$ cat src/rtl/core/anchored_wildcard_word_match_unit_defines.svh
// Assertion helpers for the word matcher.
`ifndef ANCHORED_WILDCARD_WORD_MATCH_UNIT_DEFINES_SVH
`define ANCHORED_WILDCARD_WORD_MATCH_UNIT_DEFINES_SVH

// Same-cycle implication, masked during reset.
`define AWM_ASSERT_NOW(label, ante, cons, msg) \
    label: assert property (@(posedge clk) disable iff (!rst_n) (ante) |-> (cons)) \
        else $error(msg);

// Next-cycle implication, masked during reset.
`define AWM_ASSERT_NEXT(label, ante, cons, msg) \
    label: assert property (@(posedge clk) disable iff (!rst_n) (ante) |=> (cons)) \
        else $error(msg);

`endif

$ cat src/rtl/core/awm_pkg.sv
package awm_pkg;

    localparam int CHAR_W          = 8;
    localparam int PATTERN_SLOTS   = 32;
    localparam int PATTERN_MAX_DEF = 32;
    localparam int CFG_W           = 64;
    localparam int LEN_W           = 6;
    localparam int CFG_IDX_W       = 3;
    localparam int PAT_BITS        = PATTERN_SLOTS * CHAR_W;

    localparam logic [CHAR_W-1:0] WILDCARD = 8'h2E;

    // Register indexes
    localparam logic [CFG_IDX_W-1:0] REG_PAT0       = 3'd0;
    localparam logic [CFG_IDX_W-1:0] REG_PAT1       = 3'd1;
    localparam logic [CFG_IDX_W-1:0] REG_PAT2       = 3'd2;
    localparam logic [CFG_IDX_W-1:0] REG_PAT3       = 3'd3;
    localparam logic [CFG_IDX_W-1:0] REG_LENGTH     = 3'd4;
    localparam logic [CFG_IDX_W-1:0] REG_ANCHOR_BEG = 3'd5;
    localparam logic [CFG_IDX_W-1:0] REG_ANCHOR_END = 3'd6;

    // Matcher state visible to the top level
    typedef struct packed {
        logic at_start;
        logic found;
    } awm_status_t;

endpackage

$ cat src/rtl/core/awm_cmp.sv
module awm_cmp
    import awm_pkg::*;
#(
    parameter int VEC_W = PATTERN_SLOTS
)
(
    input  logic [PAT_BITS-1:0] pattern,
    input  logic [CHAR_W-1:0]   ch,
    output logic [VEC_W-1:0]    mask
);

    // one comparator per pattern position
    always_comb
    begin
        for (int i = 0; i < VEC_W; i++)
        begin
            mask[i] = (pattern[i*CHAR_W +: CHAR_W] == WILDCARD) ||
                      (pattern[i*CHAR_W +: CHAR_W] == ch);
        end
    end

endmodule

$ cat src/rtl/core/awm_core.sv
module awm_core
    import awm_pkg::*;
#(
    parameter int PATTERN_MAX = PATTERN_MAX_DEF
)
(
    input  logic                clk,
    input  logic                rst_n,
    input  logic                process,
    input  logic [CHAR_W-1:0]   ch,
    input  logic                last,
    input  logic [PAT_BITS-1:0] pattern,
    input  logic [LEN_W-1:0]    pattern_length,
    input  logic                anchor_start,
    input  logic                anchor_end,
    output logic                result,
    output awm_status_t         status
);

    localparam int VEC_W = (PATTERN_MAX < PATTERN_SLOTS) ? PATTERN_MAX : PATTERN_SLOTS;
    localparam logic [LEN_W-1:0] LEN_CAP = LEN_W'(VEC_W);

    logic [VEC_W-1:0] pm_reg, pm_next;
    logic             at_start_reg, at_start_next;
    logic             found_reg, found_next;

    logic [LEN_W-1:0] len_eff;
    logic [VEC_W-1:0] keep, top, mask, shifted, pm_upd;
    logic [VEC_W:0]   shift_ext;
    logic             seed, full_here;

    awm_cmp #(.VEC_W(VEC_W)) u_cmp
    (
        .pattern (pattern),
        .ch      (ch),
        .mask    (mask)
    );

    assign len_eff = (pattern_length > LEN_CAP) ? LEN_CAP : pattern_length;

    always_comb
    begin
        for (int i = 0; i < VEC_W; i++)
        begin
            keep[i] = LEN_W'(i) < len_eff;
            top[i]  = len_eff == LEN_W'(i + 1);
        end
    end

    assign seed      = !anchor_start || at_start_reg;
    assign shift_ext = {pm_reg, seed};
    assign shifted   = shift_ext[VEC_W-1:0];
    assign pm_upd    = shifted & keep & mask;
    assign full_here = |(pm_upd & top);

    always_comb
    begin
        if (len_eff == '0)
            result = !(anchor_start && anchor_end);
        else if (anchor_end)
            result = full_here;
        else
            result = found_reg || full_here;
    end

    always_comb
    begin
        pm_next       = pm_reg;
        at_start_next = at_start_reg;
        found_next    = found_reg;
        if (process)
        begin
            if (last)
            begin
                pm_next       = '0;
                at_start_next = 1'b1;
                found_next    = 1'b0;
            end
            else
            begin
                pm_next       = pm_upd;
                at_start_next = 1'b0;
                found_next    = found_reg || full_here;
            end
        end
    end

    always_ff @(posedge clk or negedge rst_n)
    begin
        if (!rst_n)
        begin
            pm_reg       <= '0;
            at_start_reg <= 1'b1;
            found_reg    <= 1'b0;
        end
        else
        begin
            pm_reg       <= pm_next;
            at_start_reg <= at_start_next;
            found_reg    <= found_next;
        end
    end

    assign status.at_start = at_start_reg;
    assign status.found    = found_reg;

endmodule

$ cat src/rtl/core/anchored_wildcard_word_match_unit.sv
// Channel  | Handshake                 | Payload
// ---------+---------------------------+--------------------------
// word     | word_valid / word_stall   | word_char[7:0], last_char
// match    | match_valid / match_stall | matched
// cfg      | cfg_we (no wait)          | cfg_index[2:0], cfg_data[63:0]
//
// One character beat per cycle while word_stall is low. A beat is held in the
// input register, then the comparators and shift-and update fold it into the
// word state; a last-character beat also loads the match register.
// Reset (rst_n low, async) empties both registers and restarts the word.
// match_stall holds only last-character beats; other beats keep flowing.
`include "anchored_wildcard_word_match_unit_defines.svh"

module anchored_wildcard_word_match_unit
    import awm_pkg::*;
#(
    parameter int PATTERN_MAX = PATTERN_MAX_DEF
)
(
    input  logic                 clk,
    input  logic                 rst_n,

    input  logic                 word_valid,
    output logic                 word_stall,
    input  logic [CHAR_W-1:0]    word_char,
    input  logic                 last_char,

    output logic                 match_valid,
    input  logic                 match_stall,
    output logic                 matched,

    input  logic                 cfg_we,
    input  logic [CFG_IDX_W-1:0] cfg_index,
    input  logic [CFG_W-1:0]     cfg_data
);

    // Configuration registers
    logic [CFG_W-1:0] pat0_reg, pat1_reg, pat2_reg, pat3_reg;
    logic [LEN_W-1:0] length_reg;
    logic             anchor_beg_reg, anchor_end_reg;

    // Input register
    logic              s1_valid_reg, s1_valid_next;
    logic [CHAR_W-1:0] s1_char_reg;
    logic              s1_last_reg;

    // Result register
    logic        match_valid_reg, match_valid_next;
    logic        matched_reg;

    logic        word_take, match_take, out_free, advance, core_result;
    awm_status_t status;

    always_ff @(posedge clk or negedge rst_n)
    begin
        if (!rst_n)
        begin
            pat0_reg       <= '0;
            pat1_reg       <= '0;
            pat2_reg       <= '0;
            pat3_reg       <= '0;
            length_reg     <= '0;
            anchor_beg_reg <= 1'b0;
            anchor_end_reg <= 1'b0;
        end
        else if (cfg_we)
        begin
            unique case (cfg_index)
                REG_PAT0:       pat0_reg       <= cfg_data;
                REG_PAT1:       pat1_reg       <= cfg_data;
                REG_PAT2:       pat2_reg       <= cfg_data;
                REG_PAT3:       pat3_reg       <= cfg_data;
                REG_LENGTH:     length_reg     <= cfg_data[LEN_W-1:0];
                REG_ANCHOR_BEG: anchor_beg_reg <= cfg_data[0];
                REG_ANCHOR_END: anchor_end_reg <= cfg_data[0];
                default:        ;  // unmapped index, dropped
            endcase
        end
    end

    // A non-last beat never waits; a last beat waits for room in the result register.
    assign match_take = match_valid_reg && !match_stall;
    assign out_free   = !match_valid_reg || !match_stall;
    assign advance    = s1_valid_reg && (!s1_last_reg || out_free);
    assign word_stall = s1_valid_reg && !advance;
    assign word_take  = word_valid && !word_stall;

    always_comb
    begin
        s1_valid_next = s1_valid_reg;
        if (word_take)
            s1_valid_next = 1'b1;
        else if (advance)
            s1_valid_next = 1'b0;
    end

    always_ff @(posedge clk or negedge rst_n)
    begin
        if (!rst_n)
            s1_valid_reg <= 1'b0;
        else
            s1_valid_reg <= s1_valid_next;
    end

    always_ff @(posedge clk)
    begin
        if (word_take)
        begin
            s1_char_reg <= word_char;
            s1_last_reg <= last_char;
        end
    end

    awm_core #(.PATTERN_MAX(PATTERN_MAX)) u_core
    (
        .clk            (clk),
        .rst_n          (rst_n),
        .process        (advance),
        .ch             (s1_char_reg),
        .last           (s1_last_reg),
        .pattern        ({pat3_reg, pat2_reg, pat1_reg, pat0_reg}),
        .pattern_length (length_reg),
        .anchor_start   (anchor_beg_reg),
        .anchor_end     (anchor_end_reg),
        .result         (core_result),
        .status         (status)
    );

    always_comb
    begin
        match_valid_next = match_valid_reg;
        if (advance && s1_last_reg)
            match_valid_next = 1'b1;
        else if (match_take)
            match_valid_next = 1'b0;
    end

    always_ff @(posedge clk or negedge rst_n)
    begin
        if (!rst_n)
            match_valid_reg <= 1'b0;
        else
            match_valid_reg <= match_valid_next;
    end

    always_ff @(posedge clk)
    begin
        if (advance && s1_last_reg)
            matched_reg <= core_result;
    end

    assign match_valid = match_valid_reg;
    assign matched     = matched_reg;

    `AWM_ASSERT_NOW(a_mid_word_flows, s1_valid_reg && !s1_last_reg, !word_stall, "mid-word beat stalled")
    `AWM_ASSERT_NEXT(a_last_gives_result, advance && s1_last_reg, match_valid, "word end lost its result")
    `AWM_ASSERT_NOW(a_start_clean, status.at_start, !status.found, "found flag set at word start")
    `AWM_ASSERT_NEXT(a_last_restarts, advance && s1_last_reg, status.at_start, "word state not restarted")

endmodule
$ cat config.mk
export PLATFORM = sky130hd
export DESIGN_NAME = anchored_wildcard_word_match_unit
export DESIGN_NICKNAME = d
export VERILOG_FILES = /design/src/rtl/core/awm_pkg.sv /design/src/rtl/core/awm_cmp.sv /design/src/rtl/core/awm_core.sv /design/src/rtl/core/anchored_wildcard_word_match_unit.sv
export VERILOG_INCLUDE_DIRS = /design/src /design/src/rtl/core
export SDC_FILE = /design/constraint.sdc
export NUM_CORES = 1
export LEC_CHECK = 0
export BUFFER_PORTS_ARGS = -buffer_cell sky130_fd_sc_hd__buf_2
export CAP_MARGIN = 20
export CORE_MARGIN = 5
export CORE_UTILIZATION = 55
export DETAILED_ROUTE_END_ITERATION = 8
export PLACE_DENSITY = 0.73
export SYNTH_ARGS = -nofsm -noshare
export SYNTH_HDL_FRONTEND = slang
export SYNTH_SLANG_ARGS = --single-unit
$ cat constraint.sdc
create_clock -name clk -period 2.75 [get_ports clk]
set_clock_uncertainty 0.05 [all_clocks]
set_input_delay 0.4125 -clock clk [delete_from_list [all_inputs] [get_ports clk]]
set_output_delay 0.4125 -clock clk [all_outputs]
set_load 0.02 [all_outputs]
-- Word-level counts from Yosys, hierarchy flattened
Cells that the tools add are included.
- flip-flop bits (word level): 309
- input bits: 81
- output and inout port bits: 3
- logic and storage cells: 224
- $lt $le $gt $ge: 33
- equality and inequality tests: 102
- mux-type cells: 10
- bitwise logic cells: 3
- reduce and logical (&&, ||, !) cells: 61
- operators by type and width (operator ; number):
    8-bit by 6-bit == test with 1-bit output (second input constant) ; 32
    8-bit == test ; 32
    32-bit AND ; 3
    6-bit by 5-bit == test with 1-bit output (second input constant) ; 16
    5-bit by 6-bit < comparator with 1-bit output (first input constant) ; 16
    6-bit by 4-bit == test with 1-bit output (second input constant) ; 8
    4-bit by 6-bit < comparator with 1-bit output (first input constant) ; 8
    1-bit logical OR ; 36
    32-bit OR reduction ; 1
    31-bit 2-to-1 mux ; 1
    6-bit by 3-bit == test with 1-bit output (second input constant) ; 4
    3-bit by 6-bit < comparator with 1-bit output (first input constant) ; 4
    2-bit AND reduction ; 7
    6-bit by 2-bit == test with 1-bit output (second input constant) ; 2
    1-bit by 6-bit < comparator with 1-bit output (first input constant) ; 2
    2-bit by 6-bit < comparator with 1-bit output (first input constant) ; 2
    3-bit == test (second input constant) ; 3
    1-bit 2-to-1 mux ; 8
    1-bit logical NOT ; 7
    3-bit by 2-bit == test with 1-bit output (second input constant) ; 2
    6-bit by 1-bit == test with 1-bit output (second input constant) ; 1
    6-bit == test (second input constant) ; 1
    6-bit greater-than comparator (second input constant) ; 1
    1-bit logical AND ; 6
    other kinds (5) ; 6

-- Logic depth before layout (Yosys ltp)
- word-level depth: 10
- mapped depth: 11
- depth with buffers taken out: 8

-- Hierarchy
Synthesis repeated with hierarchy kept, for this count alone.
- cell total of the unflattened synthesis: 1298
- area, all modules: 16937.5 um^2
- by module, submodules not included (module ; times used ; cells each ; area each (um^2) ; seq. area each (um^2)):
    anchored_wildcard_word_match_unit ; 1 ; 586 ; 10956.8 ; 6956.7
    awm_cmp ; 1 ; 449 ; 3829.9 ; 0.0
    awm_core ; 1 ; 263 ; 2150.8 ; 827.0

-- Least setup slack after synthesis
No wires, ideal clock.
- kind: reg-to-reg
- start: register length_reg[1]
- end: register matched_reg (netlist: matched) (data pin)
- library setup time: 271 ps
- arrival: 1994 ps
- data required time: 2429 ps
- setup slack: 436 ps
- cell stages (with the launch flop): 10
- path buffers: 1
- period minus slack after synthesis: 2314 ps
- cell sequence: dfrtp_1 nor2b_1 and2_1 buf_6 and3_4 a32oi_1 nand3_1 or4_4 nor3_2 a221oi_1
- cells in the longest elaborated chain, start to end: 10
- elaborated cells on any way between the ends: 74
- those cells by class: order compare: 33; eq/ne: 32; mux: 3; bitwise: 3; reduce/logical: 3
- RTL lines (item ; line ; RTL):
    start: declaration ; anchored_wildcard_word_match_unit.sv:39 ; logic [LEN_W-1:0] length_reg;
    start signal: assignment ; anchored_wildcard_word_match_unit.sv:73 ; REG_LENGTH: length_reg <= cfg_data[LEN_W-1:0];
    6-bit greater-than comparator ; awm_core.sv:39 ; assign len_eff = (pattern_length > LEN_CAP) ? LEN_CAP : pattern_length;
    6-bit 2-to-1 mux * ; awm_core.sv:39 ;
    1-bit by 6-bit < comparator with 1-bit output (tied with other cells) ; awm_core.sv:45 ; keep[i] = LEN_W'(i) < len_eff;
    32-bit AND (2 in a row) ; awm_core.sv:53 ; assign pm_upd = shifted & keep & mask;
    32-bit AND ; awm_core.sv:54 ; assign full_here = |(pm_upd & top);
    32-bit OR reduction ; awm_core.sv:54 ;
    1-bit logical OR ; awm_core.sv:63 ; result = found_reg || full_here;
    1-bit 2-to-1 mux ; awm_core.sv:60 ; else if (anchor_end)
    1-bit 2-to-1 mux * ; awm_core.sv:58 ; if (len_eff == '0)
    via core_result ; anchored_wildcard_word_match_unit.sv:51 ; logic word_take, match_take, out_free, advance, core_result;
    end signal: assignment ; anchored_wildcard_word_match_unit.sv:149 ; matched_reg <= core_result;
    end: declaration ; anchored_wildcard_word_match_unit.sv:49 ; logic matched_reg;
Mark *: on every way through the listed nets, which the timed path passes. The rest lies on a longest branch.
A chain may end at the register's enable or synchronous reset.

-- Worst setup path after layout
- start: register s1_char_reg[3]
- end: register matched_reg (netlist: matched) (data pin)
- cells in the longest elaborated chain, start to end: 8
- elaborated cells on any way between the ends: 70
- those cells by class: eq/ne: 32; mux: 2; bitwise: 2; reduce/logical: 34
- RTL lines (item ; line ; RTL):
    start: declaration ; anchored_wildcard_word_match_unit.sv:44 ; logic [CHAR_W-1:0] s1_char_reg;
    start signal: assignment ; anchored_wildcard_word_match_unit.sv:109 ; s1_char_reg <= word_char;
    8-bit == test ; awm_cmp.sv:18 ; (pattern[i*CHAR_W +: CHAR_W] == ch);
    1-bit logical OR ; awm_cmp.sv:17 ; mask[i] = (pattern[i*CHAR_W +: CHAR_W] == WILDCARD) ||
    32-bit AND * ; awm_core.sv:53 ;
    32-bit AND * ; awm_core.sv:54 ;
    32-bit OR reduction * ; awm_core.sv:54 ;
    1-bit logical OR ; awm_core.sv:63 ;
    1-bit 2-to-1 mux * ; awm_core.sv:60 ;
    1-bit 2-to-1 mux * ; awm_core.sv:58 ;
    via core_result ; anchored_wildcard_word_match_unit.sv:51 ;
Marked as above.

==> results.py <==
metrics = {
    "synthesis": {
        "synth-xor-area-share_pct": 14.0,
        "synthesis.nets": 1388,
        "ys_ff_latch": 309,
        "synthMuxAreaShare_pct": 18.5,
        "ys_seq_area_share_pct": 48.5,
        "yosys_warnings": 0,
        "ys_top_cells_by_area": "dfrtp_1, mux2_2, xnor2_1",
        "synth_flop_cell": "dfrtp_1",
        "synth_top_family_by_area": "multiplexers",
        "synth_edf_count": 10,
        "netlist_instances": 1307,
        "async_flop_share_pct": 96.8,
        "syn_avg_cell_area_um2": 12.3,
        "synth-adder-area-share_pct": 0,
        "synth.top_cell.area_share_pct": 46.5,
        "synth_area_leader_cell": "dfrtp_1",
        "synth_compound_area_share_pct": 4.07,
        "syn_area_mm2": 0.0160,
        "yosys.area_share.simple_pct": 11.8,
        "synth_cell_types": 53,
    },
    "clock_network": {
        "cts-root-buf": "clkbuf_16",
        "htree_levels": 2,
        "cts_buffers": 34,
        "clock_latency_ps": 500,
        "path_clk_slew_ps": 60,
        "cts.sinks": 309,
        "cts_tree": "yes",
        "clock_path_buffers": 3,
    },
    "floorplanning": {
        "io_pins": 84,
        "core_mm2": 0.0288,
        "start_util_pct": 55.8,
        "fp-row-count": 62,
        "die_w_um": 181,
        "die_area_mm2": 0.0327,
        "dieHeight_um": 181,
    },
    "global_routing": {
        "grt_usage_pct": 24.7,
        "grt_pass1_wl_um": 65200,
        "grt_max_degree": 73,
        "grt_pass1_vias": 11400,
        "grt_antenna_before_repair": 0,
        "grt_overflow": 0,
    },
    "worst_setup_path": {
        "critPathTopFamily": "simple AND/OR/NAND/NOR gates",
        "endpoint": "matched$_DFFE_PP_",
        "cp-end-kind": "flop",
        "slowest_stage": "or4_4",
        "r2r_end": "matched$_DFFE_PP_",
        "path_max_fanout": 13,
        "cp_cell_sequence": "buf_4, xnor2_1, nand4_1, o22ai_1, a32oi_1, nand3_1, or4_4, nor2_1, a221oi_1",
        "cp_num_cells": 9,
        "crit_arrival_ps": 2770,
        "crit_required_ps": 2930,
        "start_kind": "flop",
        "path_buf_inv": 1,
        "r2r-start": "s1_char_reg[3]$_DFFE_PP_",
        "max_stage_delay_ps": 560,
        "worstSetupStartpoint": "s1_char_reg[3]$_DFFE_PP_",
        "worstRegToRegCells": 9,
        "ff2ff_setup_slack_ps": 160,
        "critPathKind": "flop to flop",
    },
    "final_layout": {
        "syn_to_final_growth_pct": 14.3,
        "n_fill_cell": 2239,
        "antenna_cells": 0,
        "multi_input_area_mm2": 0.00779,
        "seq_area_mm2": 0.00778,
        "drive_above_1_share_pct": 34.7,
        "num-nets-final": 1490,
    },
    "timing": {
        "setup_viol": 0,
        "fin_ws_ps": 160,
        "period_minus_slack_ps": 2590,
        "slew_violations": 0,
        "slew_headroom_pct": 61.0,
        "finalSetupTns_ps": 0,
        "max_freq_mhz": 386,
        "hold_violations": 0,
        "finalCritPeriodShare_pct": 94.2,
        "worst_pin_slew_ps": 585,
        "rsz0062_at_grt": "no",
    },
    "worst_hold_path": {
        "min_delay_path_depth": 1,
        "hp-class": "input port to flop",
    },
    "routing": {
        "viasPerCell": 6.06,
        "drt-total-wl_um": 40600,
        "vias": 11000,
        "routedWlPerCell_um": 22.3,
        "final_antenna_net_count": 0,
        "drtIter0Drc": 798,
        "drcViolationCount": 0,
        "drt_pre_antenna_iters": 5,
    },
    "pwr": {
        "power-per-cell-area_mw_per_mm2": 764,
        "leakagePower_uw": 0.00725,
        "ir_drop_mv": 0.629,
    },
    "place": {
        "place.gp.congestion": 0.974,
        "dp_worst_setup_slack_ps": 27.6,
        "hpwl_um": 27700,
        "io_buffers": 83,
    },
    "run_status": {
        "status": "finished, final reports clean",
    },
    "job": {
        "cap_violations": 0,
    },
}
[metrics by stage]
step | hold slack [ps] | area (um^2) | power, uW | util (%) | std cells
2_1_floorplan | 66.9 | 16000 | 8360 | - | 1307
3_3_place_gp | 330 | 17100 | 9220 | 59.6 | 1756
3_5_place_dp | 332 | 17100 | 9330 | 59.6 | 1756
4_1_cts | 9.17 | 18300 | 14100 | 63.7 | 1818
5_1_grt | 16.8 | 18300 | 14700 | 63.7 | 1818
6_report | 32.8 | 18300 | 14000 | 63.7 | 1818
[power by group]
part	switching, uW	internal, uW
sequential	927	5450
combinational	1230	1690
clock	1810	2900
total	3970	10000
[cell type report]
cell class	instances	area share (%)
sequential	309	42.4
clock buffer	52	5.69
timing repair buffer	143	6.02
clock inverter	9	0.669
inverter	3	0.0614
tap	384	2.62
multi-input combinational	918	42.5
[synthesized netlist by cell type (2+ instances only)]
| cell | count |
|---|---|
| edfxtp_1 | 10 |
| a31oi_1 | 2 |
| nor2b_1 | 5 |
| o31ai_1 | 4 |
| nand3_1 | 15 |
| and3_1 | 5 |
| nand2_1 | 47 |
| and4_1 | 2 |
| nand3b_1 | 2 |
| nand4b_1 | 36 |
| a21oi_1 | 15 |
| a211oi_1 | 2 |
| xor2_1 | 32 |
| xnor2_1 | 224 |
| buf_6 | 23 |
| o41ai_1 | 4 |
| nor3b_1 | 3 |
| o2111ai_1 | 5 |
| nor3_1 | 4 |
| o21ai_0 | 12 |
| buf_4 | 3 |
| clkbuf_1 | 35 |
| a22o_1 | 2 |
| mux2_2 | 264 |
| o22ai_1 | 28 |
| nand2b_1 | 11 |
| dfrtp_1 | 298 |
| nand4_1 | 76 |
| or4b_2 | 27 |
| buf_2 | 14 |
| and2_1 | 5 |
| or2_2 | 2 |
| nor2_1 | 37 |
| a32o_1 | 10 |
| a21o_1 | 5 |
| nor4_1 | 19 |
| inv_1 | 3 |
[cell usage in the layout (no fill, tap or decap), types with 5 or more instances in the layout]
cell type	count
dfrtp_1	298
mux2_2	264
xnor2_1	224
buf_2	82
nand4_1	76
nand2_1	47
buf_4	41
clkbuf_16	38
nor2_1	37
nand4b_1	36
xor2_1	32
o22ai_1	28
or4b_2	27
buf_12	18
nor4_1	17
nand3_1	15
a21oi_1	14
o21ai_0	12
nand2b_1	11
a32o_1	10
clkbuf_1	10
edfxtp_1	10
and2_1	5
and3_1	5
nor2b_1	5
o2111ai_1	5
a21o_1	5
clkinv_2	5
[logic make-up (layout without fill, tap and decap cells)]
kind of cell,count (synthesis),in the layout
XOR/XNOR,256,256
multiplexers,264,264
AND/OR/NAND/NOR,303,303
AO/OA/AOI/OAI,95,95
flip-flops,309,309
buffers and inverters,80,207
[how the worst min path moves through the flow]
stage	end	slack, ps	startpoint
after detailed placement	pat3_reg[10]$_DFFE_PN0P_	330	rst_n
after floorplan	anchor_beg_reg$_DFFE_PN0P_	70	rst_n
final	s1_char_reg[6]$_DFFE_PP_	30	word_char[6]
after CTS	s1_char_reg[6]$_DFFE_PP_	9	word_char[6]
after global placement	pat3_reg[14]$_DFFE_PN0P_	330	rst_n
after global routing	s1_char_reg[6]$_DFFE_PP_	20	word_char[6]
[routing by layer]
metal  vias to the layer above  track usage, %  share of wire [%]
met5                         -               0                  0
met4                         0            6.93                2.5
met3                        76            3.74                4.8
met2                       301            39.2                 47
met1                      5673            35.6                 45
li1                       4964               -                  -
[timing repair]
action,in CTS,in global routing
hold buffers,1,0
gates resized for setup,1,3
hold endpoints to repair,52,0
setup endpoints to repair,1,1
pin swaps,0,1
setup buffers,0,0
Note: power is estimated with default switching activity, not from simulation.
